`src/sv/encoder_odometry_tracker_unit_defines.svh`:
```
// Assertion macros shared by the odometry tracker RTL.
// Depends on nothing; the modules that assert take it by include and provide clk and rst_n.
`ifndef ENCODER_ODOMETRY_TRACKER_UNIT_DEFINES_SVH
`define ENCODER_ODOMETRY_TRACKER_UNIT_DEFINES_SVH

`ifndef SYNTHESIS
// The condition must never be seen at a clock edge outside reset.
`define EOT_ASSERT_NEVER(lbl, cond, msg) \
  lbl: assert property (@(posedge clk) disable iff (!rst_n) !(cond)) else $error(msg);
// The antecedent at a clock edge implies the consequent at the same edge.
`define EOT_ASSERT_IMPLY(lbl, ante, cons, msg) \
  lbl: assert property (@(posedge clk) disable iff (!rst_n) (ante) |-> (cons)) else $error(msg);
`else
`define EOT_ASSERT_NEVER(lbl, cond, msg)
`define EOT_ASSERT_IMPLY(lbl, ante, cons, msg)
`endif

`endif

```
`src/sv/eot_fifo.sv`:
```
// Small register queue used between the front end and the accumulator and at the output.
// Depends on encoder_odometry_tracker_unit_defines.svh for its assertions.
`include "encoder_odometry_tracker_unit_defines.svh"

module eot_fifo #(
  parameter int WIDTH = 8,
  parameter int DEPTH = 8
) (
  input  logic             clk,
  input  logic             rst_n,
  input  logic             push,
  input  logic [WIDTH-1:0] push_data,
  input  logic             pop,
  output logic [WIDTH-1:0] pop_data,
  output logic             empty
);

  localparam int PW = (DEPTH > 1) ? $clog2(DEPTH) : 1;
  localparam int CW = $clog2(DEPTH + 1);

  logic [WIDTH-1:0] mem [DEPTH];
  logic [PW-1:0]    wr_ptr_r, wr_ptr_nxt;
  logic [PW-1:0]    rd_ptr_r, rd_ptr_nxt;
  logic [CW-1:0]    count_r, count_nxt;

  always_comb begin
    wr_ptr_nxt = wr_ptr_r;
    rd_ptr_nxt = rd_ptr_r;
    count_nxt  = count_r;
    if (push) begin
      wr_ptr_nxt = (wr_ptr_r == PW'(DEPTH - 1)) ? '0 : wr_ptr_r + 1'b1;
    end
    if (pop) begin
      rd_ptr_nxt = (rd_ptr_r == PW'(DEPTH - 1)) ? '0 : rd_ptr_r + 1'b1;
    end
    if (push && !pop) begin
      count_nxt = count_r + 1'b1;
    end else if (pop && !push) begin
      count_nxt = count_r - 1'b1;
    end
  end

  always_ff @(posedge clk) begin
    if (!rst_n) begin
      wr_ptr_r <= '0;
      rd_ptr_r <= '0;
      count_r  <= '0;
    end else begin
      wr_ptr_r <= wr_ptr_nxt;
      rd_ptr_r <= rd_ptr_nxt;
      count_r  <= count_nxt;
    end
  end

  always_ff @(posedge clk) begin
    if (push) begin
      mem[wr_ptr_r] <= push_data;
    end
  end

  assign pop_data = mem[rd_ptr_r];
  assign empty    = (count_r == '0);

  `EOT_ASSERT_NEVER(a_fifo_no_overflow, push && !pop && (count_r == CW'(DEPTH)), "queue overflow")
  `EOT_ASSERT_NEVER(a_fifo_no_underflow, pop && (count_r == '0), "queue underflow")

endmodule

```
`config.mk`:
```
export PLATFORM = sky130hd
export DESIGN_NAME = eot_fifo
export DESIGN_NICKNAME = d
export VERILOG_FILES = /design/src/sv/eot_fifo.sv
export VERILOG_INCLUDE_DIRS = /design/src /design/src/sv
export SDC_FILE = /design/constraint.sdc
export NUM_CORES = 1
export LEC_CHECK = 0
export BUFFER_PORTS_ARGS = -buffer_cell sky130_fd_sc_hd__buf_2
export CAP_MARGIN = 20
export CORE_UTILIZATION = 37
export DETAILED_ROUTE_END_ITERATION = 8
export PLACE_DENSITY = 0.5
export SLEW_MARGIN = 20
export SYNTH_ARGS = -nofsm -noshare
export SYNTH_HDL_FRONTEND = slang
export SYNTH_SLANG_ARGS = --single-unit
```
`constraint.sdc`:
```
create_clock -name clk -period 2.1 [get_ports clk]
set_clock_uncertainty 0.05 [all_clocks]
set_input_delay 0.42 -clock clk [delete_from_list [all_inputs] [get_ports clk]]
set_output_delay 0.42 -clock clk [all_outputs]
set_load 0.005 [all_outputs]
```
==> impl_metrics.env, run 1 <==
export IMPL_fp_dieW_um=93.9
export IMPL_maxSlewViolCount=0
export IMPL_min_to="mem[0][5]$_DFFE_PP_"
export IMPL_core_area_mm2=0.00818
export IMPL_rsz0062_at_grt="true"
export IMPL_route_detailed_drc=0
export IMPL_fillers=720
export IMPL_finalHoldViolCount=0
export IMPL_gr_usage_all_layers_pct=14.1
export IMPL_finalSetupViolations=8
export IMPL_cts_buffer_depth=2
export IMPL_comb_power_share_pct=10.3
export IMPL_grt_pass1_wl_mm=8.65
export IMPL_first_pass_iters=4
export IMPL_power_internal_uw=2290
export IMPL_wl_mm=5.61
export IMPL_cts_max_level=3
export IMPL_dpl_hpwl_mm=3.46
export IMPL_critPathCaptureType="output port"
export IMPL_synth_edf_count=64
export IMPL_r2r_slack_ps=580
export IMPL_yosysUniqueCellTypes=28
export IMPL_synth_top_area_share_pct=61.5
export IMPL_slew_headroom_pct=63.2
export IMPL_nets=221
export IMPL_hold_depth=1
export IMPL_drive_gt1_share_pct=34.5
export IMPL_synth_nets=186
export IMPL_dieArea_mm2=0.00882
export IMPL_p_per_area_mw_per_mm2=838
export IMPL_synth_top_flop_cell="edfxtp_1"
export IMPL_cap_violations=0
export IMPL_antenna_found_initial=0
export IMPL_synthTopCellsByArea="edfxtp_1 (61%), mux4_1 (13%), dfxtp_1 (8.3%)"
export IMPL_drt_iter0_drc=80
export IMPL_synthTopCellsByCount="edfxtp_1 (64), mux4_1 (15), dfxtp_1 (13)"
export IMPL_p_sw_uw=691
export IMPL_rr_endpoint="count_r[3]$_SDFFE_PN0P_"
export IMPL_start_kind="flip-flop"
export IMPL_yosysWarnings=0
export IMPL_max_freq_mhz=442
export IMPL_total_leakage_power_uw=0.00122
export IMPL_syn_avg_cell_area_um2=18.8
export IMPL_ant_nets=0
export IMPL_synthToLayoutAreaGrowth_pct=13.7
export IMPL_fin_crit_ps=2260
export IMPL_synthArstFlopShare_pct=0
export IMPL_grt_pass1_vias=1608
export IMPL_ys_ff_latch=77
export IMPL_violations="negative setup slack"
export IMPL_clock_sinks=77
export IMPL_io_pins=21
export IMPL_io_buffer_count=20
export IMPL_syn_area_mm2=0.00313
export IMPL_die_y_um=93.9
export IMPL_hp_start="push_data[5]"
export IMPL_start_util_pct=38.2
export IMPL_fin_crit_sh_pct=108
export IMPL_status="complete, but fails checks"
export IMPL_synthMostInstantiatedCell="edfxtp_1"
export IMPL_vias=1505
export IMPL_gp_congestion=0.750
export IMPL_crit_arrival_ps=1790
export IMPL_multi_input_area_um2=832
export IMPL_cts_made_buffers=9
export IMPL_routed_via_density=4.84
export IMPL_peakVddDrop_v=0.000327
export IMPL_insertedDiodeCount=0
export IMPL_worstSetupPathType="flip-flop to output port"
export IMPL_routedWlPerCell_um=18.0
export IMPL_rr_worst_depth=5
export IMPL_timing_rr_start="count_r[2]$_SDFFE_PN0P_"
export IMPL_seq_area_mm2=0.00219
export IMPL_clk_latency_ps=340
export IMPL_cts_root_buf="clkbuf_8"
export IMPL_seqPwrFrac_pct=58.2
export IMPL_grt_max_degree=17
export IMPL_switching_share_pct=23.2
export IMPL_utilization_pct=43.5
export IMPL_tightest_slew_ps=552
export IMPL_ys_seq_area_share_pct=69.8
export IMPL_cp_max_fo=8
export IMPL_rows=33
export IMPL_cp_required_ps=1630
export IMPL_grt_overflow_total=0
export IMPL_hold_class="input pin to flip-flop"
export IMPL_yosysTopAreaCell="edfxtp_1"
export IMPL_path_clk_slew_ps=70
export IMPL_setup_ws_ps=-163
export IMPL_cts_tree="yes"
export IMPL_post_cts_buffers=0
export IMPL_clkPwrFrac_pct=31.4
export IMPL_tns_ps=-1210
export IMPL_synthCells=166
[final cells by class]
type | instances | share of cell area, %
Clock buffer | 9 | 3.48
Timing Repair Buffer | 31 | 6.41
Tap cell | 105 | 3.70
Inverter | 3 | 0.317
Sequential cell | 77 | 61.5
Multi-Input combinational cell | 79 | 23.4
Clock inverter | 7 | 1.20
[through the flow]
stage	setup slack [ps]	total power (uW)	hold slack (ps)	instances	cell area (um^2)
final	-163	2980	289	311	3550
after global routing	-219	3100	290	311	3550
after CTS	-199	3010	283	311	3550
after detailed placement	16.0	2050	442	294	3390
after global placement	127	2030	405	294	3390
after floorplan	269	1950	396	166	3130
[worst max path at each step]
| stage | start | endpoint | slack [ps] |
|---|---|---|---|
| floorplan | flip-flop | pop_data[1] | 270 |
| detailed placement | pop | count_r[3]$_SDFFE_PN0P_ | 20 |
| finish | flip-flop | pop_data[2] | -160 |
| global placement | flip-flop | pop_data[1] | 130 |
| CTS | flip-flop | pop_data[4] | -200 |
| global route | flip-flop | pop_data[1] | -220 |
[layer usage]
layer | vias to the layer above | part of all wire (%) | wire [um] | global-route usage [%]
met2 | 29 | 50 | 2810 | 22.9
met3 | 9 | 3.3 | 183 | 3.16
met1 | 755 | 45 | 2520 | 17.6
met4 | 0 | 1.7 | 95 | 7.69
met5 | - | 0 | 0 | 0
li1 | 712 | - | - | -
[power by group through the flow]
stage	sequential, uW	clock (uW)	combinational, uW
2_1_floorplan	1760	0	190
3_3_place_gp	1760	0	267
3_5_place_dp	1770	0	285
4_1_cts	1740	963	312
5_1_grt	1740	1020	340
6_report	1740	937	307
[worst max-delay path, cell delays in order (launching register included)]
cell	delay, ps
dfxtp_4	390
buf_12	150
mux4_2	520
mux2_2	270
buf_2	120
[state kept, by name (all words and copies together) (netlist names), named ones only]
register and count:
count_r 4, mem 64, rd_ptr_r 3, wr_ptr_r 3
[placed cells by master (no fill, tap or decap), types with 4 or more instances in the layout]
master     n
dfxtp_1   12
mux2i_1    4
nor2_1     8
clkbuf_8   9
mux2_2     6
and2_1     4
mux4_2    16
nor2b_1    5
buf_2     18
nand2b_1   4
ha_1       7
nand2_1    7
buf_4      9
edfxtp_1  64
[logic make-up after synthesis]
| logic type | count (synthesis) | synth area share (%) |
|---|---|---|
| adders and majority gates | 8 | 3.44 |
| muxes | 28 | 17.5 |
| xor gates and xnor gates | 2 | 0.561 |
| and+or+nand+nor | 33 | 5.24 |
| AOI/OAI and AO/OA | 8 | 1.44 |
| DFF | 77 | 69.8 |
| buffers and inverters | 10 | 2.00 |
[timing repair]
action / in CTS / in global routing
gates cloned: 1 / 0
resized for setup: 22 / 0
hold buffers: 0 / 0
endpoints found under the setup margin: 8 / 8
(Power assumes the default switching activity.)
==> run 2: changes to the inputs <==
- REMOVE_ABC_BUFFERS: default -> 1
==> run 2 against run 1 <==
  * The flow still finishes with violations (negative setup slack)
  * Count of clock-buffer cells in the layout unchanged
  * Final cell count rose by 0.32%
  * Non-clock buffer count grew 1
  * Register-to-register slack better by 80 ps
  * Die area unchanged
  * Maximum frequency decreased by 0.61%
  * First-iteration DRC count fell by 2.5%
  * Sequential power barely moved
  * Design area is 3.2% higher
  * Largest cell class unchanged
==> impl_metrics.env, run 2 (same netlist as run 1, synthesis figures left out) <==
export IMPL_grt_pass1_vias=1609
export IMPL_cts_buffer_depth=2
export IMPL_crit_family="multiplexers"
export IMPL_place_ws_ps=83.2
export IMPL_grt_overflow_total=0
export IMPL_reg_top3="mem (64), count_r (4)"
export IMPL_path_cells="buf_12 > mux4_2 > mux2_4 > buf_6"
export IMPL_tightest_slew_ps=259
export IMPL_antenna_found_initial=0
export IMPL_finalHoldViolCount=0
export IMPL_largest_reg_flops=64
export IMPL_use_met1_pct=16.0
export IMPL_fp_dieW_um=93.9
export IMPL_fin_crit_ps=2280
export IMPL_clk_latency_ps=330
export IMPL_slew_headroom_pct=82.6
export IMPL_cts_max_level=3
export IMPL_path_buf_inv=2
export IMPL_cts_root_buf="clkbuf_8"
export IMPL_fin_crit_sh_pct=108
export IMPL_synthToLayoutAreaGrowth_pct=17.4
export IMPL_max_freq_mhz=439
export IMPL_dpl_hpwl_mm=3.46
export IMPL_cts_tree="yes"
export IMPL_vias=1518
export IMPL_setup_ws_ps=-177
export IMPL_p_per_area_mw_per_mm2=882
export IMPL_dpl_cell_area_mm2=0.00340
export IMPL_maxSlewViolCount=0
export IMPL_rows=33
export IMPL_gp_congestion=0.742
export IMPL_start_util_pct=38.2
export IMPL_cap_violations=0
export IMPL_insertedDiodeCount=0
export IMPL_worstSetupPathType="flip-flop to output port"
export IMPL_tns_ps=-1250
export IMPL_use_met3_pct=2.75
export IMPL_rsz0062_at_grt="true"
export IMPL_status="complete, but fails checks"
export IMPL_routed_via_density=4.87
export IMPL_ant_nets=0
export IMPL_violations="negative setup slack"
export IMPL_dieArea_mm2=0.00882
export IMPL_layout_commonest_cell="edfxtp_1"
export IMPL_cts_made_buffers=9
export IMPL_wl_mm=5.41
export IMPL_critPathCaptureType="output port"
export IMPL_die_y_um=93.9
export IMPL_crit_arrival_ps=1810
export IMPL_path_clk_slew_ps=80
export IMPL_grt_busiest_layer="met2"
export IMPL_cp_required_ps=1630
export IMPL_drive_gt1_share_pct=34.8
export IMPL_mostFrequentLayoutCells="edfxtp_1 (64), mux4_2 (16), dfxtp_1 (12), buf_2 (12), buf_4 (10)"
export IMPL_final_area_mm2=0.00367
export IMPL_core_area_mm2=0.00818
export IMPL_cp_slowest_cell="mux4_2"
export IMPL_peakVddDrop_v=0.000362
export IMPL_post_cts_buffers=0
export IMPL_total_leakage_power_uw=0.00128
export IMPL_start_kind="flip-flop"
export IMPL_drt_iter0_drc=78
export IMPL_io_pins=21
export IMPL_clock_sinks=77
export IMPL_io_buffer_count=20
export IMPL_slowest_delay_ps=520
export IMPL_first_pass_iters=5
export IMPL_routedWlPerCell_um=17.3
export IMPL_route_detailed_drc=0
export IMPL_top_register="mem"
export IMPL_hold_buffers=0
export IMPL_use_met2_pct=23.8
export IMPL_utilization_pct=44.9
export IMPL_grt_pass1_wl_mm=8.44
export IMPL_nets=222
export IMPL_cp_max_fo=8
export IMPL_hold_class="input pin to flip-flop"
export IMPL_finalSetupViolations=8
export IMPL_grt_max_degree=17
export IMPL_gr_usage_all_layers_pct=13.6
## run 2: cell count changes in the layout (fill, tap and decap cells not counted), sizes merged
cell | before | now
bufinv | 0 | 2
clkinvlp | 2 | 1
clkinv | 5 | 4
buf | 31 | 32
## run 2: repair_timing
item / 4_1_cts / 5_1_grt
setup endpoints to repair: 8 / 8
resized for setup: 30 / 4
gates cloned: 1 / 0
endpoints found under the hold margin: 0 / 0
## run 2: area by class of cell
class                      count  area, um^2
clock buffer                   9         124
clock inverter                 7        90.1
fill                         716        4510
inverter                       3        11.3
multi-input combinational     79         855
sequential                    77        2190
tap                          105         131
timing repair buffer          32         273
## run 2: power breakdown
part / switching [uW] / total (uW) / internal (uW) / leakage (uW)
combinational: 143 / 335 / 192 / 0.000486
clock: 504 / 1170 / 662 / 0.000107
sequential: 33.0 / 1730 / 1700 / 0.000689
total: 680 / 3240 / 2560 / 0.00128
## run 2: per-stage QoR
stage,cells,power (uW),hold slack [ps]
2_1_floorplan,159,1930,396
3_3_place_gp,295,2030,406
3_5_place_dp,295,2050,419
4_1_cts,312,3260,289
5_1_grt,312,3360,300
6_report,312,3240,303
## run 2: path summary, 6_finish.rpt
kind                           startpoint                 endpoint  slack [ps]  cells after the start
setup / recovery                flip-flop              pop_data[4]        -180                      4
hold / removal               push_data[7]      mem[6][7]$_DFFE_PP_         300                      1
setup reg to reg  count_r[2]$_SDFFE_PN0P_  count_r[3]$_SDFFE_PN0P_         660                      5
hold reg to reg   count_r[3]$_SDFFE_PN0P_  count_r[3]$_SDFFE_PN0P_         430                      2
## run 2: worst register-to-register path, stage by stage, from the launching register on
cell      delay (ps)
dfxtp_1          340
ha_1             340
a21oi_1          180
a211oi_1          90
a31oi_1          190
mux2i_1          190
## run 2: layer usage
layer  up-vias  wire length, um
li1        718                -
met2        23             2840
met1       769             2370
met3         8              126
met5         -                0
met4         0               76
