### src/sv/encoder_odometry_tracker_unit_defines.svh
// Assertion macros shared by the odometry tracker RTL.
// Depends on nothing; the modules that assert take it by include and provide clk and rst_n.
`ifndef ENCODER_ODOMETRY_TRACKER_UNIT_DEFINES_SVH
`define ENCODER_ODOMETRY_TRACKER_UNIT_DEFINES_SVH

`ifndef SYNTHESIS
// The condition must never be seen at a clock edge outside reset.
`define EOT_ASSERT_NEVER(lbl, cond, msg) \
  lbl: assert property (@(posedge clk) disable iff (!rst_n) !(cond)) else $error(msg);
// The antecedent at a clock edge implies the consequent at the same edge.
`define EOT_ASSERT_IMPLY(lbl, ante, cons, msg) \
  lbl: assert property (@(posedge clk) disable iff (!rst_n) (ante) |-> (cons)) else $error(msg);
`else
`define EOT_ASSERT_NEVER(lbl, cond, msg)
`define EOT_ASSERT_IMPLY(lbl, ante, cons, msg)
`endif

`endif

### src/sv/eot_pkg.sv
// Types, constants and trig helpers for the encoder odometry tracker.
// Depends on nothing; the front end, back end, top level and testbench use it by scoped names.
package eot_pkg;

  localparam int ANGLE_BITS_DEF  = 16;
  localparam int POS_BITS_DEF    = 32;
  localparam int QUEUE_DEPTH_DEF = 8;

  localparam int PHASE_BITS = 20;
  localparam int STEP_BITS  = 24;
  localparam int TMAG_BITS  = 15;
  localparam int PROD_BITS  = STEP_BITS + TMAG_BITS;
  localparam int DELTA_BITS = 25;

  localparam logic [PHASE_BITS-1:0] QUARTER_PH = PHASE_BITS'(1) << (PHASE_BITS - 2);
  localparam logic [PHASE_BITS-1:0] HALF_PH    = PHASE_BITS'(1) << (PHASE_BITS - 1);

  // Input modes.
  localparam logic [1:0] MODE_X_TICK = 2'd0;
  localparam logic [1:0] MODE_Y_TICK = 2'd1;
  localparam logic [1:0] MODE_LOAD   = 2'd2;

  // Configuration register indexes.
  localparam logic [1:0] REG_STEP_X      = 2'd0;
  localparam logic [1:0] REG_STEP_Y      = 2'd1;
  localparam logic [1:0] REG_CENTER_DIST = 2'd2;
  localparam logic [1:0] REG_OFFSET_ANG  = 2'd3;

  typedef enum logic [1:0] {
    OP_MOVE,
    OP_LOAD,
    OP_HOLD
  } eot_op_t;

  typedef struct packed {
    logic [1:0]         mode;
    logic               forward;
    logic [15:0]        heading;
    logic signed [31:0] load_x;
    logic signed [31:0] load_y;
  } eot_in_word_t;

  typedef struct packed {
    logic signed [31:0] center_x;
    logic signed [31:0] center_y;
  } eot_out_word_t;

  typedef struct packed {
    logic [STEP_BITS-1:0] step_x;
    logic [STEP_BITS-1:0] step_y;
    logic [STEP_BITS-1:0] center_distance;
    logic [15:0]          offset_angle;
  } eot_cfg_t;

  // Sine or cosine as sign and magnitude, magnitude up to 32767.
  typedef struct packed {
    logic                 neg;
    logic [TMAG_BITS-1:0] mag;
  } eot_trig_t;

  // Work handed from the front end to the accumulator.
  typedef struct packed {
    eot_op_t                 op;
    logic signed [31:0]      load_x;
    logic signed [31:0]      load_y;
    logic signed [DELTA_BITS-1:0] dx;
    logic signed [DELTA_BITS-1:0] dy;
    logic signed [DELTA_BITS-1:0] ox;
    logic signed [DELTA_BITS-1:0] oy;
  } eot_mid_word_t;

  // Quarter-wave sine, round(32767*sin(k*pi/64)) for k = 0..32.
  function automatic logic [TMAG_BITS-1:0] quarter_sine(input logic [5:0] idx);
    logic [TMAG_BITS-1:0] v;
    case (idx)
      6'd0:  v = 15'd0;     6'd1:  v = 15'd1608;  6'd2:  v = 15'd3212;
      6'd3:  v = 15'd4808;  6'd4:  v = 15'd6393;  6'd5:  v = 15'd7962;
      6'd6:  v = 15'd9512;  6'd7:  v = 15'd11039; 6'd8:  v = 15'd12539;
      6'd9:  v = 15'd14010; 6'd10: v = 15'd15446; 6'd11: v = 15'd16846;
      6'd12: v = 15'd18204; 6'd13: v = 15'd19519; 6'd14: v = 15'd20787;
      6'd15: v = 15'd22005; 6'd16: v = 15'd23170; 6'd17: v = 15'd24279;
      6'd18: v = 15'd25329; 6'd19: v = 15'd26319; 6'd20: v = 15'd27245;
      6'd21: v = 15'd28105; 6'd22: v = 15'd28898; 6'd23: v = 15'd29621;
      6'd24: v = 15'd30273; 6'd25: v = 15'd30852; 6'd26: v = 15'd31356;
      6'd27: v = 15'd31785; 6'd28: v = 15'd32137; 6'd29: v = 15'd32412;
      6'd30: v = 15'd32609; 6'd31: v = 15'd32728; 6'd32: v = 15'd32767;
      default: v = '0;
    endcase
    return v;
  endfunction

  // Interpolated sine of a 20-bit phase, rounding the interpolation half up.
  function automatic eot_trig_t sine_q15(input logic [PHASE_BITS-1:0] ph);
    logic [1:0]           q;
    logic [18:0]          r;
    logic [5:0]           idx;
    logic [12:0]          frac;
    logic [TMAG_BITS-1:0] lo;
    logic [TMAG_BITS-1:0] hi;
    logic [10:0]          d;
    logic [24:0]          interp;
    eot_trig_t            t;
    q      = ph[PHASE_BITS-1:PHASE_BITS-2];
    r      = q[0] ? (19'h40000 - {1'b0, ph[17:0]}) : {1'b0, ph[17:0]};
    idx    = r[18:13];
    frac   = r[12:0];
    lo     = quarter_sine(idx);
    hi     = quarter_sine(idx + 6'd1);
    d      = 11'(hi - lo);
    interp = {14'd0, d} * {12'd0, frac} + 25'd4096;
    t.neg  = q[1];
    t.mag  = idx[5] ? 15'd32767 : (lo + 15'(interp[24:13]));
    return t;
  endfunction

  // round(product / 32768) with halves away from zero, sign applied last.
  function automatic logic signed [DELTA_BITS-1:0] scale_round(
    input logic [PROD_BITS-1:0] prod,
    input logic                 neg
  );
    logic [PROD_BITS:0]    s;
    logic [DELTA_BITS-1:0] m;
    s = {1'b0, prod} + (PROD_BITS+1)'(16384);
    m = s[PROD_BITS:15];
    return neg ? -signed'(m) : signed'(m);
  endfunction

endpackage

### src/sv/eot_back.sv
// Back end: the tracker accumulator and the centre position with saturation.
// Depends on eot_pkg and encoder_odometry_tracker_unit_defines.svh.
`include "encoder_odometry_tracker_unit_defines.svh"

module eot_back #(
  parameter int POS_BITS    = eot_pkg::POS_BITS_DEF,
  parameter int QUEUE_DEPTH = eot_pkg::QUEUE_DEPTH_DEF
) (
  input  logic                   clk,
  input  logic                   rst_n,
  input  logic                   mid_empty,
  input  eot_pkg::eot_mid_word_t mid_word,
  output logic                   mid_pop,
  input  logic                   out_taken,
  output logic                   out_push,
  output eot_pkg::eot_out_word_t out_word
);

  localparam int CW    = $clog2(QUEUE_DEPTH + 1);
  localparam int SUM_W = ((POS_BITS > 32) ? POS_BITS : 32) + 2;

  localparam logic signed [SUM_W-1:0] POS_HI = (SUM_W'(1) << (POS_BITS - 1)) - SUM_W'(1);
  localparam logic signed [SUM_W-1:0] POS_LO = -POS_HI - SUM_W'(1);
  // Clamping to the stored width and then to 32 bits is one clamp to the tighter range.
  localparam logic signed [SUM_W-1:0] OUT_HI =
    (POS_BITS < 32) ? POS_HI : ((SUM_W'(1) << 31) - SUM_W'(1));
  localparam logic signed [SUM_W-1:0] OUT_LO = -OUT_HI - SUM_W'(1);

  logic [CW-1:0]               cnt_r, cnt_nxt;
  logic                        b1_v_r;
  logic signed [POS_BITS-1:0]  track_x_r, track_x_nxt;
  logic signed [POS_BITS-1:0]  track_y_r, track_y_nxt;
  logic signed [eot_pkg::DELTA_BITS-1:0] b1_ox_r, b1_oy_r;

  function automatic logic signed [POS_BITS-1:0] sat_pos(input logic signed [SUM_W-1:0] v);
    logic signed [SUM_W-1:0] c;
    c = (v > POS_HI) ? POS_HI : ((v < POS_LO) ? POS_LO : v);
    return c[POS_BITS-1:0];
  endfunction

  function automatic logic signed [31:0] sat_out(input logic signed [SUM_W-1:0] v);
    logic signed [SUM_W-1:0] c;
    c = (v > OUT_HI) ? OUT_HI : ((v < OUT_LO) ? OUT_LO : v);
    return c[31:0];
  endfunction

  assign mid_pop = !mid_empty && (cnt_r != CW'(QUEUE_DEPTH));

  always_comb begin
    cnt_nxt = cnt_r;
    if (mid_pop && !out_taken) begin
      cnt_nxt = cnt_r + 1'b1;
    end else if (out_taken && !mid_pop) begin
      cnt_nxt = cnt_r - 1'b1;
    end
  end

  always_comb begin
    track_x_nxt = track_x_r;
    track_y_nxt = track_y_r;
    if (mid_pop) begin
      case (mid_word.op)
        eot_pkg::OP_MOVE: begin
          track_x_nxt = sat_pos(SUM_W'(track_x_r) + SUM_W'(mid_word.dx));
          track_y_nxt = sat_pos(SUM_W'(track_y_r) + SUM_W'(mid_word.dy));
        end
        eot_pkg::OP_LOAD: begin
          track_x_nxt = sat_pos(SUM_W'(mid_word.load_x) + SUM_W'(mid_word.ox));
          track_y_nxt = sat_pos(SUM_W'(mid_word.load_y) + SUM_W'(mid_word.oy));
        end
        default: begin
          track_x_nxt = track_x_r;
          track_y_nxt = track_y_r;
        end
      endcase
    end
  end

  always_ff @(posedge clk) begin
    if (!rst_n) begin
      cnt_r     <= '0;
      b1_v_r    <= 1'b0;
      track_x_r <= '0;
      track_y_r <= '0;
    end else begin
      cnt_r     <= cnt_nxt;
      b1_v_r    <= mid_pop;
      track_x_r <= track_x_nxt;
      track_y_r <= track_y_nxt;
    end
  end

  always_ff @(posedge clk) begin
    b1_ox_r <= mid_word.ox;
    b1_oy_r <= mid_word.oy;
  end

  // The tracker register holds the position after the word in stage 1.
  always_comb begin
    out_push          = b1_v_r;
    out_word.center_x = sat_out(SUM_W'(track_x_r) - SUM_W'(b1_ox_r));
    out_word.center_y = sat_out(SUM_W'(track_y_r) - SUM_W'(b1_oy_r));
  end

  `EOT_ASSERT_IMPLY(a_back_credit_held, b1_v_r, cnt_r != '0,
    "back credits empty with a word in stage 1")
  `EOT_ASSERT_NEVER(a_back_pop_when_empty, mid_pop && mid_empty,
    "accumulator took a word from an empty queue")

endmodule

### config.mk
export PLATFORM = sky130hd
export DESIGN_NAME = eot_back
export DESIGN_NICKNAME = d
export VERILOG_FILES = /design/src/sv/eot_pkg.sv /design/src/sv/eot_back.sv
export VERILOG_INCLUDE_DIRS = /design/src /design/src/sv
export SDC_FILE = /design/constraint.sdc
export NUM_CORES = 1
export LEC_CHECK = 0
export ABC_AREA = 1
export BUFFER_PORTS_ARGS = -buffer_cell sky130_fd_sc_hd__buf_2
export CAP_MARGIN = 25
export CORE_UTILIZATION = 60
export DETAILED_ROUTE_END_ITERATION = 6
export PLACE_DENSITY = 0.81
export REMOVE_ABC_BUFFERS = 1
export SLEW_MARGIN = 20
export SYNTH_ARGS = -nofsm -noshare
export SYNTH_HDL_FRONTEND = slang
export SYNTH_SLANG_ARGS = --single-unit
### constraint.sdc
create_clock -name clk -period 3.06 [get_ports clk]
set_clock_uncertainty 0.2 [all_clocks]
set_input_delay 0.306 -clock clk [delete_from_list [all_inputs] [get_ports clk]]
set_output_delay 0.306 -clock clk [all_outputs]
set_load 0.03 [all_outputs]
==> results of run 1 <==
## kinds of logic after synthesis
family	after synthesis	synth area share, %
AO/OA/AOI/OAI	411	13.2
XOR/XNOR	131	6.55
adder cells (fa/ha/maj)	202	14.7
buffers and inverters	462	10.8
flip-flops	119	13.6
AND/OR/NAND/NOR	1792	41.0
## layer usage
layer  track usage (%)  GRT overflow
met5              20.4             0
met4              82.6            70
met3              56.0             6
met2              97.1           109
met1              71.8             0
## repair_timing
item                                    4_1_cts
buffers inserted                             24
resized for setup                           228
endpoints found under the setup margin       64
cloned                                        2
hold buffers                                 51
hold endpoints to repair                     53
pin swaps                                    13
## through the flow
stage / setup WS [ps] / TNS (ps)
2_1_floorplan: -1840 / -139180
3_3_place_gp: -26.8 / -45.9
3_5_place_dp: -115 / -2700
4_1_cts: -364 / -20140
==> flow_metrics.py, run 1 <==
metrics = {
    "status": {
        "status": "aborted with a tool error",
        "stop_stage": "5_1_grt",
        "first-error": "[ERROR GRT-0232] Routing congestion too high. Check the congestion heatmap in the GUI.",
    },
    "clocking": {
        "clock_path_buffers": 2,
        "clock_sinks": 119,
        "cts_buffers": 17,
        "cts-root-buf": "clkbuf_16",
        "htree_levels": 4,
    },
    "timing": {
        "endpoint_type": "output port",
        "worstEndpointGrtRepair": "out_word[39]",
    },
    "global_routing": {
        "grt_remaining_overflow": 185,
        "track_usage_pct": 75.4,
        "grt_max_degree": 67,
    },
    "place": {
        "port_buffers": 235,
        "gp_congestion": 1.09,
        "dpl.cell_count": 3774,
        "hpwlAfterDp_mm": 51.7,
        "dpl-instance-area_um2": 19700,
    },
    "synth": {
        "yosysTopAreaCellShare_pct": 27.3,
        "seq_area_frac_synth_pct": 13.6,
        "yosys_warnings": 0,
        "syn_inst": 3117,
        "synth_cell_types": 41,
        "avgSynthCellArea_um2": 5.62,
        "syn-cell-area_um2": 17500,
        "synth_area_leaders": "nand2_1 27%, ha_1 14%, dfxtp_1 14%, inv_1 8.7%, a21oi_1 7.5%",
        "synth-edff-count": 0,
        "yosysTopAreaCell": "nand2_1",
        "synth-async-reset-ratio_pct": 0,
        "yosysMostFrequentCell": "nand2_1",
        "synth_ff_type": "dfxtp_1",
        "yosys-top-cells-count": "1275 x nand2_1, 405 x inv_1, 263 x a21oi_1",
        "ys_ff_latch": 119,
    },
    "floorplanning": {
        "rows": 62,
        "die_h_um": 173,
        "fp.dieW_um": 173,
        "initial_core_util_pct": 61.0,
        "ios": 236,
    },
}
==> run 2, diff against run 1 <==
CORE_UTILIZATION = 40   (was 60)
PLACE_DENSITY = not set   (was 0.81)
PLACE_DENSITY_LB_ADDON = 0.15   (was not set)
==> flow_metrics.py, run 2 <==
metrics = {
    "timing": {
        "slew_headroom_pct": 51.4,
        "fin_crit_ps": 3540,
        "postLayoutSetupSlackWorst_ps": -477,
        "rsz0062_at_grt": "true",
        "timing.final.crit_share_pct": 116,
        "max_freq_mhz": 283,
        "tightest_slew_ps": 729,
        "finalHoldViolCount": 0,
        "drv_slew": 0,
        "setup_viol": 64,
    },
    "routing": {
        "viasPerCell": 5.19,
        "met1_length_mm": 29.7,
        "drtAntennaViolNets": 0,
        "wl_per_cell_um": 18.5,
        "vias": 21688,
        "drcViolationCount": 0,
        "wl_met3_mm": 3.23,
        "highest_layer": "met5",
        "dr.pass1.iters": 6,
        "met2_length_mm": 39.5,
        "drt_iter0_markers": 1311,
        "drt_wl_total_mm": 77.2,
    },
    "global_routing": {
        "grt_pass1_wl_mm": 109,
        "grt_pass1_vias": 20805,
        "track_usage_pct": 31.7,
        "grt_remaining_overflow": 0,
        "grt_max_degree": 36,
        "grt_antenna_before_repair": 9,
    },
    "synth": {
        "yosysTopAreaCellShare_pct": 27.3,
        "yosysMostFrequentCell": "nand2_1",
        "synth-edff-count": 0,
        "ys_ff_latch": 119,
        "synth_cell_types": 41,
        "yosysTopAreaCell": "nand2_1",
        "syn_inst": 3117,
        "avgSynthCellArea_um2": 5.62,
        "seq_area_frac_synth_pct": 13.6,
        "syn-cell-area_um2": 17500,
        "synth-async-reset-ratio_pct": 0,
        "synth_area_leaders": "nand2_1 27%, ha_1 14%, dfxtp_1 14%, inv_1 8.7%, a21oi_1 7.5%",
        "yosys_warnings": 0,
        "yosys-top-cells-count": "1275 x nand2_1, 405 x inv_1, 263 x a21oi_1",
        "synth_ff_type": "dfxtp_1",
    },
    "worst_setup_path": {
        "worst_path_max_delay_cell": "fa_2",
        "path_buf_inv": 5,
        "worst_path_dominant_cell_family": "buffers and inverters",
        "cp.arrival_ps": 3030,
        "critPathKind": "register to output port",
        "critPathMaxFanout": 16,
        "worstPathCellList": "inv_2, ha_4, fa_2, o21ai_2, nand2_1, nand2_2, a21boi_4, o21ai_2, buf_6, nand2_4, nand2_4, nand2_4, nand4_1, buf_6, buf_12, nand2_1, buf_6",
        "crit_path_max_incr_delay_ps": 370,
        "worst_setup_path_start_kind": "register",
        "required_ps": 2550,
        "endpoint_kind": "output port",
    },
    "min_path": {
        "hp-class": "input pin to register",
    },
    "floorplanning": {
        "fp.dieW_um": 211,
        "core_area_um2": 43200,
        "ios": 236,
        "die_area_um2": 44600,
        "die_h_um": 211,
        "initial_core_util_pct": 40.6,
        "rows": 76,
    },
    "clocking": {
        "clkLatencyLatePin_ps": 470,
        "clock_path_buffers": 2,
        "clk_pin_slew_ps": 60,
        "cts_buffers": 17,
        "htree_levels": 4,
        "cts-root-buf": "clkbuf_16",
        "clock_sinks": 119,
        "cts_tree": "yes",
    },
    "place": {
        "gp_congestion": 0.982,
        "port_buffers": 235,
        "pre_cts_ws_ps": -87.2,
        "hpwlAfterDp_mm": 60.3,
        "dpl-instance-area_um2": 20500,
    },
    "status": {
        "status": "complete, but fails checks",
        "violations": "negative setup slack",
    },
    "run": {
        "maxCapViolations": 0,
    },
    "layout": {
        "reg_top3": "track_x_r (32), track_y_r (32)",
        "layout_common_cells": "1109 x nand2_1, 396 x inv_1, 219 x nor2_1, 218 x a21oi_1, 172 x nand3_1",
        "layout_commonest_cell": "nand2_1",
        "area_delta_synth_final_pct": 40.6,
        "fillers": 4331,
        "postLayoutCellArea_um2": 24600,
        "layout.nets": 3945,
        "drive_gt1_share_pct": 24.3,
    },
    "pwr": {
        "fin_total_pwr_w": 0.0131,
        "p_leak_nw": 13.3,
        "max-vdd-ir-drop_uv": 452,
        "power_density_nw_per_um2": 532,
    },
}
[run 2: cell counts after synthesis]
Identical to the previous run, type by type.
[run 2: layout make-up]
| cell class | instances | area, um2 | area share (%) |
|---|---|---|---|
| well taps | 585 | 732 | 2.97 |
| multi-input cells | 2536 | 15100 | 61.5 |
| clock inverters | 14 | 200 | 0.813 |
| clock buffers | 18 | 439 | 1.78 |
| diodes | 5 | 12.5 | 0.0508 |
| repair buffers | 493 | 4160 | 16.9 |
| flip-flops and latches | 119 | 2400 | 9.75 |
| inverters | 406 | 1540 | 6.24 |
[run 2: worst paths after layout]
path | start | to | slack [ps] | cells past startpoint
worst max-delay path | track_x_r[0] | out_word[37] | -480 | 17
worst min register to register | track_x_r[19] | track_x_r[19] | 280 | 2
worst max register to register | track_x_r[0] | track_x_r[25] | 130 | 21
worst min-delay path | mid_word[49] | b1_ox_r[24] | 50 | 2
[run 2: timing repair]
action	in CTS	in global routing
hold endpoints to repair	53	0
gates resized for setup	121	505
hold buffers	51	0
cloned	2	17
pin swaps	7	83
buffers inserted	4	21
endpoints found under the setup margin	64	122
[run 2: worst register-to-register path, delay by kind of cell (launching register included)]
family,cells,cell delay (ps)
AOI/OAI and AO/OA,2,230
adders and majority gates,2,500
buffers and inverters,5,500
DFF,1,330
and+or+nand+nor,12,1110
[run 2: power breakdown]
group | switching, W | total [W] | internal (W) | leakage [nW]
logic | 0.00535 | 0.00896 | 0.00361 | 12.0
registers | 0.000179 | 0.00190 | 0.00172 | 0.992
clock network | 0.000862 | 0.00225 | 0.00139 | 0.303
total | 0.00639 | 0.0131 | 0.00672 | 13.3
[run 2: cell families (layout without fill, tap and decap cells)]
kind of cell,count (synthesis),count (layout),synth area share [%]
compound gates,411,411,13.2
buf+inv,462,931,10.8
other cells,0,5,0
flops,119,119,13.6
simple gates,1792,1792,41.0
xor+xnor,131,131,6.55
fa+ha+maj,202,202,14.7
[run 2: per-layer routing]
metal  track usage [%]  vias up
met4              16.3        6
li1                  -    10819
met3              4.07      208
met1              34.2    10000
met5                 0        -
met2              60.0      655
[run 2: through the flow]
stage	util (%)	setup TNS, ps	hold slack (ps)	instances
floorplan	-	-139180	134	3061
global route	57.0	-32050	43.8	4171
detailed placement	47.4	-2280	235	4045
global placement	47.4	-1400	226	4045
finish	57.0	-24830	51.4	4176
CTS	51.2	-19490	39.3	4134
Power figures use the tool's default switching activity.
==> run 3, diff against run 2 <==
REMOVE_ABC_BUFFERS = not set   (was 1)
==> flow_metrics.py, run 3 (synthesis gave the netlist of run 2 again) <==
metrics = {
    "routing": {
        "dr.pass1.iters": 6,
        "drt_iter0_markers": 1904,
        "viasPerCell": 5.24,
        "vias": 21787,
        "drtAntennaViolNets": 0,
        "wl_per_cell_um": 18.1,
        "drt_wl_total_mm": 75.2,
        "drcViolationCount": 0,
    },
    "clocking": {
        "clock_path_buffers": 2,
        "clk_pin_slew_ps": 60,
        "clkLatencyLatePin_ps": 490,
        "clock_sinks": 119,
        "cts-root-buf": "clkbuf_16",
        "cts_tree": "yes",
        "cts_buffers": 17,
        "htree_levels": 4,
    },
    "timing": {
        "drv_slew": 0,
        "hold-worst-slack_ps": 177,
        "setup_viol": 64,
        "fin_crit_ps": 3470,
        "finalHoldViolCount": 0,
        "timing.final.crit_share_pct": 114,
        "rsz0062_at_grt": "true",
        "tightest_slew_ps": 806,
        "postLayoutSetupSlackWorst_ps": -414,
        "setup-tns-final_ps": -23370,
        "max_freq_mhz": 288,
        "slew_headroom_pct": 46.3,
    },
    "layout": {
        "drive_gt1_share_pct": 24.5,
        "layout.nets": 3931,
        "fillers": 4332,
        "reg_top3": "track_x_r (32), track_y_r (32)",
        "regArea_um2": 2400,
        "postLayoutCellArea_um2": 24500,
        "multi_input_area_um2": 15200,
        "post-route-util_pct": 56.8,
        "layout_commonest_cell": "nand2_1",
        "layout_common_cells": "1093 x nand2_1, 395 x inv_1, 220 x nor2_1, 211 x a21oi_1",
        "area_delta_synth_final_pct": 40.1,
    },
    "worst_setup_path": {
        "worst_setup_path_start_kind": "register",
        "cp.arrival_ps": 2970,
        "critPathKind": "register to output port",
        "required_ps": 2550,
        "critPathMaxFanout": 8,
        "endpoint_kind": "output port",
    },
    "floorplanning": {
        "ios": 236,
        "die_h_um": 211,
        "rows": 76,
        "core_area_um2": 43200,
        "die_area_um2": 44600,
        "fp.dieW_um": 211,
        "initial_core_util_pct": 40.6,
    },
    "global_routing": {
        "grt_pass1_vias": 19816,
        "grt_use_met2_pct": 49.0,
        "grt_pass1_wl_mm": 109,
        "grt_max_degree": 67,
        "grt_remaining_overflow": 0,
        "track_usage_pct": 31.7,
        "gr-usage-met3_pct": 5.23,
        "grt_antenna_before_repair": 3,
        "grtUsageMet1_pct": 45.0,
        "busiest_layer": "met2",
    },
    "status": {
        "violations": "negative setup slack",
        "status": "complete, but fails checks",
    },
    "place": {
        "pre_cts_ws_ps": -227,
        "port_buffers": 235,
        "gp_congestion": 1.05,
        "dpl-instance-area_um2": 20300,
        "hpwlAfterDp_mm": 57.9,
    },
    "synth": {
        "syn_nets": 3489,
    },
    "min_path": {
        "hp-class": "input pin to register",
    },
    "pwr": {
        "p_leak_nw": 13.3,
        "max-vdd-ir-drop_uv": 401,
        "power_density_nw_per_um2": 530,
    },
    "run": {
        "maxCapViolations": 0,
    },
}
run 3: changes by cell type in the layout (fill, tap and decap cells not counted), moves of 5 or more:
cell / previous run / this run
nand2_1: 1109 / 1093
nand3_2: 8 / 13
ha_1: 129 / 136
o21ai_1: 12 / 6
buf_4: 167 / 150
a21oi_2: 45 / 53
nand2_2: 103 / 125
nand2_4: 75 / 69
ha_2: 24 / 19
nor3_2: 4 / 9
a21oi_1: 218 / 211
run 3: where the power goes:
part / internal (W) / switching, W
Clock: 0.00129 / 0.000929
Sequential: 0.00172 / 0.000181
Combinational: 0.00356 / 0.00534
run 3: metrics by stage:
step                std cells  power [W]
finish                   4160     0.0130
floorplan                3117    0.00644
detailed placement       4020    0.00862
CTS                      4124     0.0120
global placement         4020    0.00857
global route             4159     0.0138
run 3: routing by layer:
metal / wire length, um / share of wire (%) / vias to the layer above
met1: 35000 / 46 / 10080
met4: 1660 / 2.2 / 0
li1: - / - / 10806
met2: 33300 / 44 / 797
met3: 5290 / 7.0 / 104
met5: 0 / 0 / -
run 3: final timing paths:
kind	start	endpoint	slack, ps	depth (start not counted)
worst max register to register	track_x_r[0]	track_x_r[14]	80	23
worst min-delay path	mid_word[50]	track_y_r[0]	180	6
worst max-delay path	track_x_r[0]	out_word[47]	-410	16
worst min register to register	track_x_r[9]	track_x_r[9]	290	2
run 3: cell type report:
class                           count  share of cell area, %
Clock inverter                     13                  0.688
Clock buffer                       19                   1.76
Multi-Input combinational cell   2536                   61.9
Sequential cell                   119                   9.77
Tap cell                          585                   2.98
Inverter                          406                   6.23
Timing Repair Buffer              479                   16.7
Antenna cell                        3                 0.0306
run 3: what timing repair did:
item,CTS,global route
hold endpoints to repair,54,0
pin swaps,31,65
gates resized for setup,305,326
hold buffers,52,0
buffers inserted,16,26
cloned,6,11
setup endpoints to repair,65,127
run 3: critical path, cell delays in order, from the launching register on:
cell and delay (ps):
dfxtp_2 330, inv_2 40, ha_4 160, fa_2 360, o21ai_2 170, nand2_1 90, nand2_2 100, a21boi_4 80
o21ai_2 190, nand2_1 110, nand2_1 90, nand2_2 60, nand4_1 100, buf_6 180, clkbuf_16 200, nand2_2 60
buf_6 130
==> run 4, diff against run 3 <==
clock period = 4.4 ns   (was 3.06 ns; I/O delays follow)
==> flow_metrics.py, run 4 (synthesis gave the netlist of run 2 again) <==
metrics = {
    "place": {
        "dpl.cell_count": 3896,
        "gp_congestion": 1.02,
        "pre_cts_ws_ps": 839,
        "port_buffers": 235,
        "hpwlAfterDp_mm": 54.6,
    },
    "clocking": {
        "cts_setup_buffers": 0,
        "htree_levels": 4,
        "clock_path_buffers": 2,
        "clock_sinks": 119,
        "cts_tree": "yes",
        "cts_buffers": 17,
        "clkLatencyLatePin_ps": 480,
        "clk_pin_slew_ps": 70,
        "cts-root-buf": "clkbuf_16",
    },
    "routing": {
        "dr.pass1.iters": 5,
        "drt_wl_total_mm": 64.4,
        "vias": 20551,
        "drtAntennaViolNets": 0,
        "viasPerCell": 5.16,
        "wl_per_cell_um": 16.2,
        "drt_iter0_markers": 1815,
        "drcViolationCount": 0,
    },
    "floorplanning": {
        "die_area_um2": 44600,
        "die_h_um": 211,
        "initial_core_util_pct": 40.6,
        "core_area_um2": 43200,
        "fp.dieW_um": 211,
        "ios": 236,
        "rows": 76,
    },
    "worst_setup_path": {
        "endpoint_kind": "output port",
        "critPathKind": "register to output port",
        "crit_path_max_incr_delay_ps": 420,
        "critPathMaxFanout": 31,
        "cpMostUsedCell": "nand2_1",
        "worst_path_max_delay_cell": "fa_1",
        "required_ps": 3760,
        "cp.arrival_ps": 3390,
        "worst_setup_path_start_kind": "register",
        "worstPathCellList": "inv_1, ha_1, fa_1, o21ai_1, nand2_1, nand2_1, a21boi_2, o21ai_2, nand2_1, nand3_1, nand2_1, nand2_1, buf_6, nand2_1, nand2_1, buf_2",
    },
    "layout": {
        "layout_common_cells": "1275 x nand2_1, 404 x inv_1, 263 x a21oi_1, 235 x buf_2, 233 x nor2_1",
        "area_delta_synth_final_pct": 15.8,
        "stdcell_count": 3980,
        "fillers": 4865,
        "drive_gt1_share_pct": 9.46,
        "layout.nets": 3752,
        "reg_top3": "track_x_r (32), track_y_r (32)",
        "layout_commonest_cell": "nand2_1",
    },
    "pwr": {
        "p_leak_nw": 11.7,
        "fin_total_pwr_w": 0.00719,
        "max-vdd-ir-drop_uv": 226,
        "power_density_nw_per_um2": 355,
    },
    "global_routing": {
        "grtUsageMet1_pct": 41.0,
        "grt_remaining_overflow": 0,
        "grt_pass1_vias": 18787,
        "track_usage_pct": 28.8,
        "grt_antenna_before_repair": 2,
        "grt_pass1_wl_mm": 100,
        "busiest_layer": "met2",
        "grt_use_met2_pct": 43.8,
        "gr-usage-met3_pct": 4.77,
        "grt_max_degree": 63,
    },
    "timing": {
        "slew_headroom_pct": 29.1,
        "max_freq_mhz": 248,
        "postLayoutSetupSlackWorst_ps": 371,
        "finalHoldViolCount": 0,
        "setup_viol": 0,
        "drv_slew": 0,
        "rsz0062_at_grt": "false",
        "timing.final.crit_share_pct": 91.6,
        "hold-worst-slack_ps": 103,
        "setup-tns-final_ps": 0,
        "fin_crit_ps": 4030,
        "tightest_slew_ps": 1050,
    },
    "run": {
        "maxCapViolations": 0,
    },
    "status": {
        "status": "completed",
    },
    "min_path": {
        "hp-class": "input pin to register",
    },
    "synth": {
        "syn_nets": 3489,
    },
}
[run 4: cell types whose count changed in the layout (fill, tap and decap cells not counted), sizes merged]
cell	previous run	this run
buf	418	250
clkbuf	28	21
clkinv	5	3
dlygate4sd3	52	50
bufinv	3	2
clkinvlp	1	2
diode	3	2
[run 4: area by class of cell]
class	instances	area (um2)	area share, %
Clock inverter	11	136	0.673
Tap cell	585	732	3.61
Sequential cell	119	2380	11.7
Inverter	406	1520	7.52
Antenna cell	2	5.00	0.0247
Clock buffer	21	470	2.32
Timing Repair Buffer	300	1790	8.84
Multi-Input combinational cell	2536	13200	65.3
[run 4: repair_timing]
item,in CTS,in global routing
hold buffers,50,0
hold endpoints to repair,50,0
endpoints found under the setup margin,0,1
resized for setup,0,1
[run 4: per-stage QoR]
stage | cell area, um2 | utilization (%)
4_1_cts | 20300 | 47.0
3_3_place_gp | 19200 | 44.4
2_1_floorplan | 17500 | -
3_5_place_dp | 19200 | 44.4
5_1_grt | 20300 | 47.0
6_report | 20300 | 47.0
[run 4: routing by layer]
layer / vias up / share of wire [%]
met5: - / 0
met4: 0 / 2.3
met3: 81 / 7.3
met2: 680 / 43
met1: 9339 / 48
li1: 10451 / -
[run 4: power breakdown]
| group | switching (W) | internal, W | leakage, nW |
|---|---|---|---|
| Clock | 0.000623 | 0.000886 | 0.291 |
| Sequential | 0.000124 | 0.00119 | 0.988 |
| Combinational | 0.00298 | 0.00139 | 10.4 |
| Total | 0.00372 | 0.00347 | 11.7 |
[run 4: path summary, 6_finish.rpt]
| check | from | endpoint | slack (ps) | depth (start not counted) |
|---|---|---|---|---|
| setup / recovery | track_x_r[0] | out_word[38] | 370 | 16 |
| hold / removal | mid_empty | out_push | 100 | 4 |
| setup reg to reg | track_y_r[0] | track_y_r[6] | 1090 | 18 |
| hold reg to reg | track_x_r[12] | track_x_r[12] | 290 | 2 |
[run 4: critical path: cells and delay by family (launching register included)]
family	cells	cell delay (ps)
AO/OA/AOI/OAI	3	600
flip-flops	1	350
AND/OR/NAND/NOR	8	800
buffers and inverters	3	520
adder cells (fa/ha/maj)	2	630
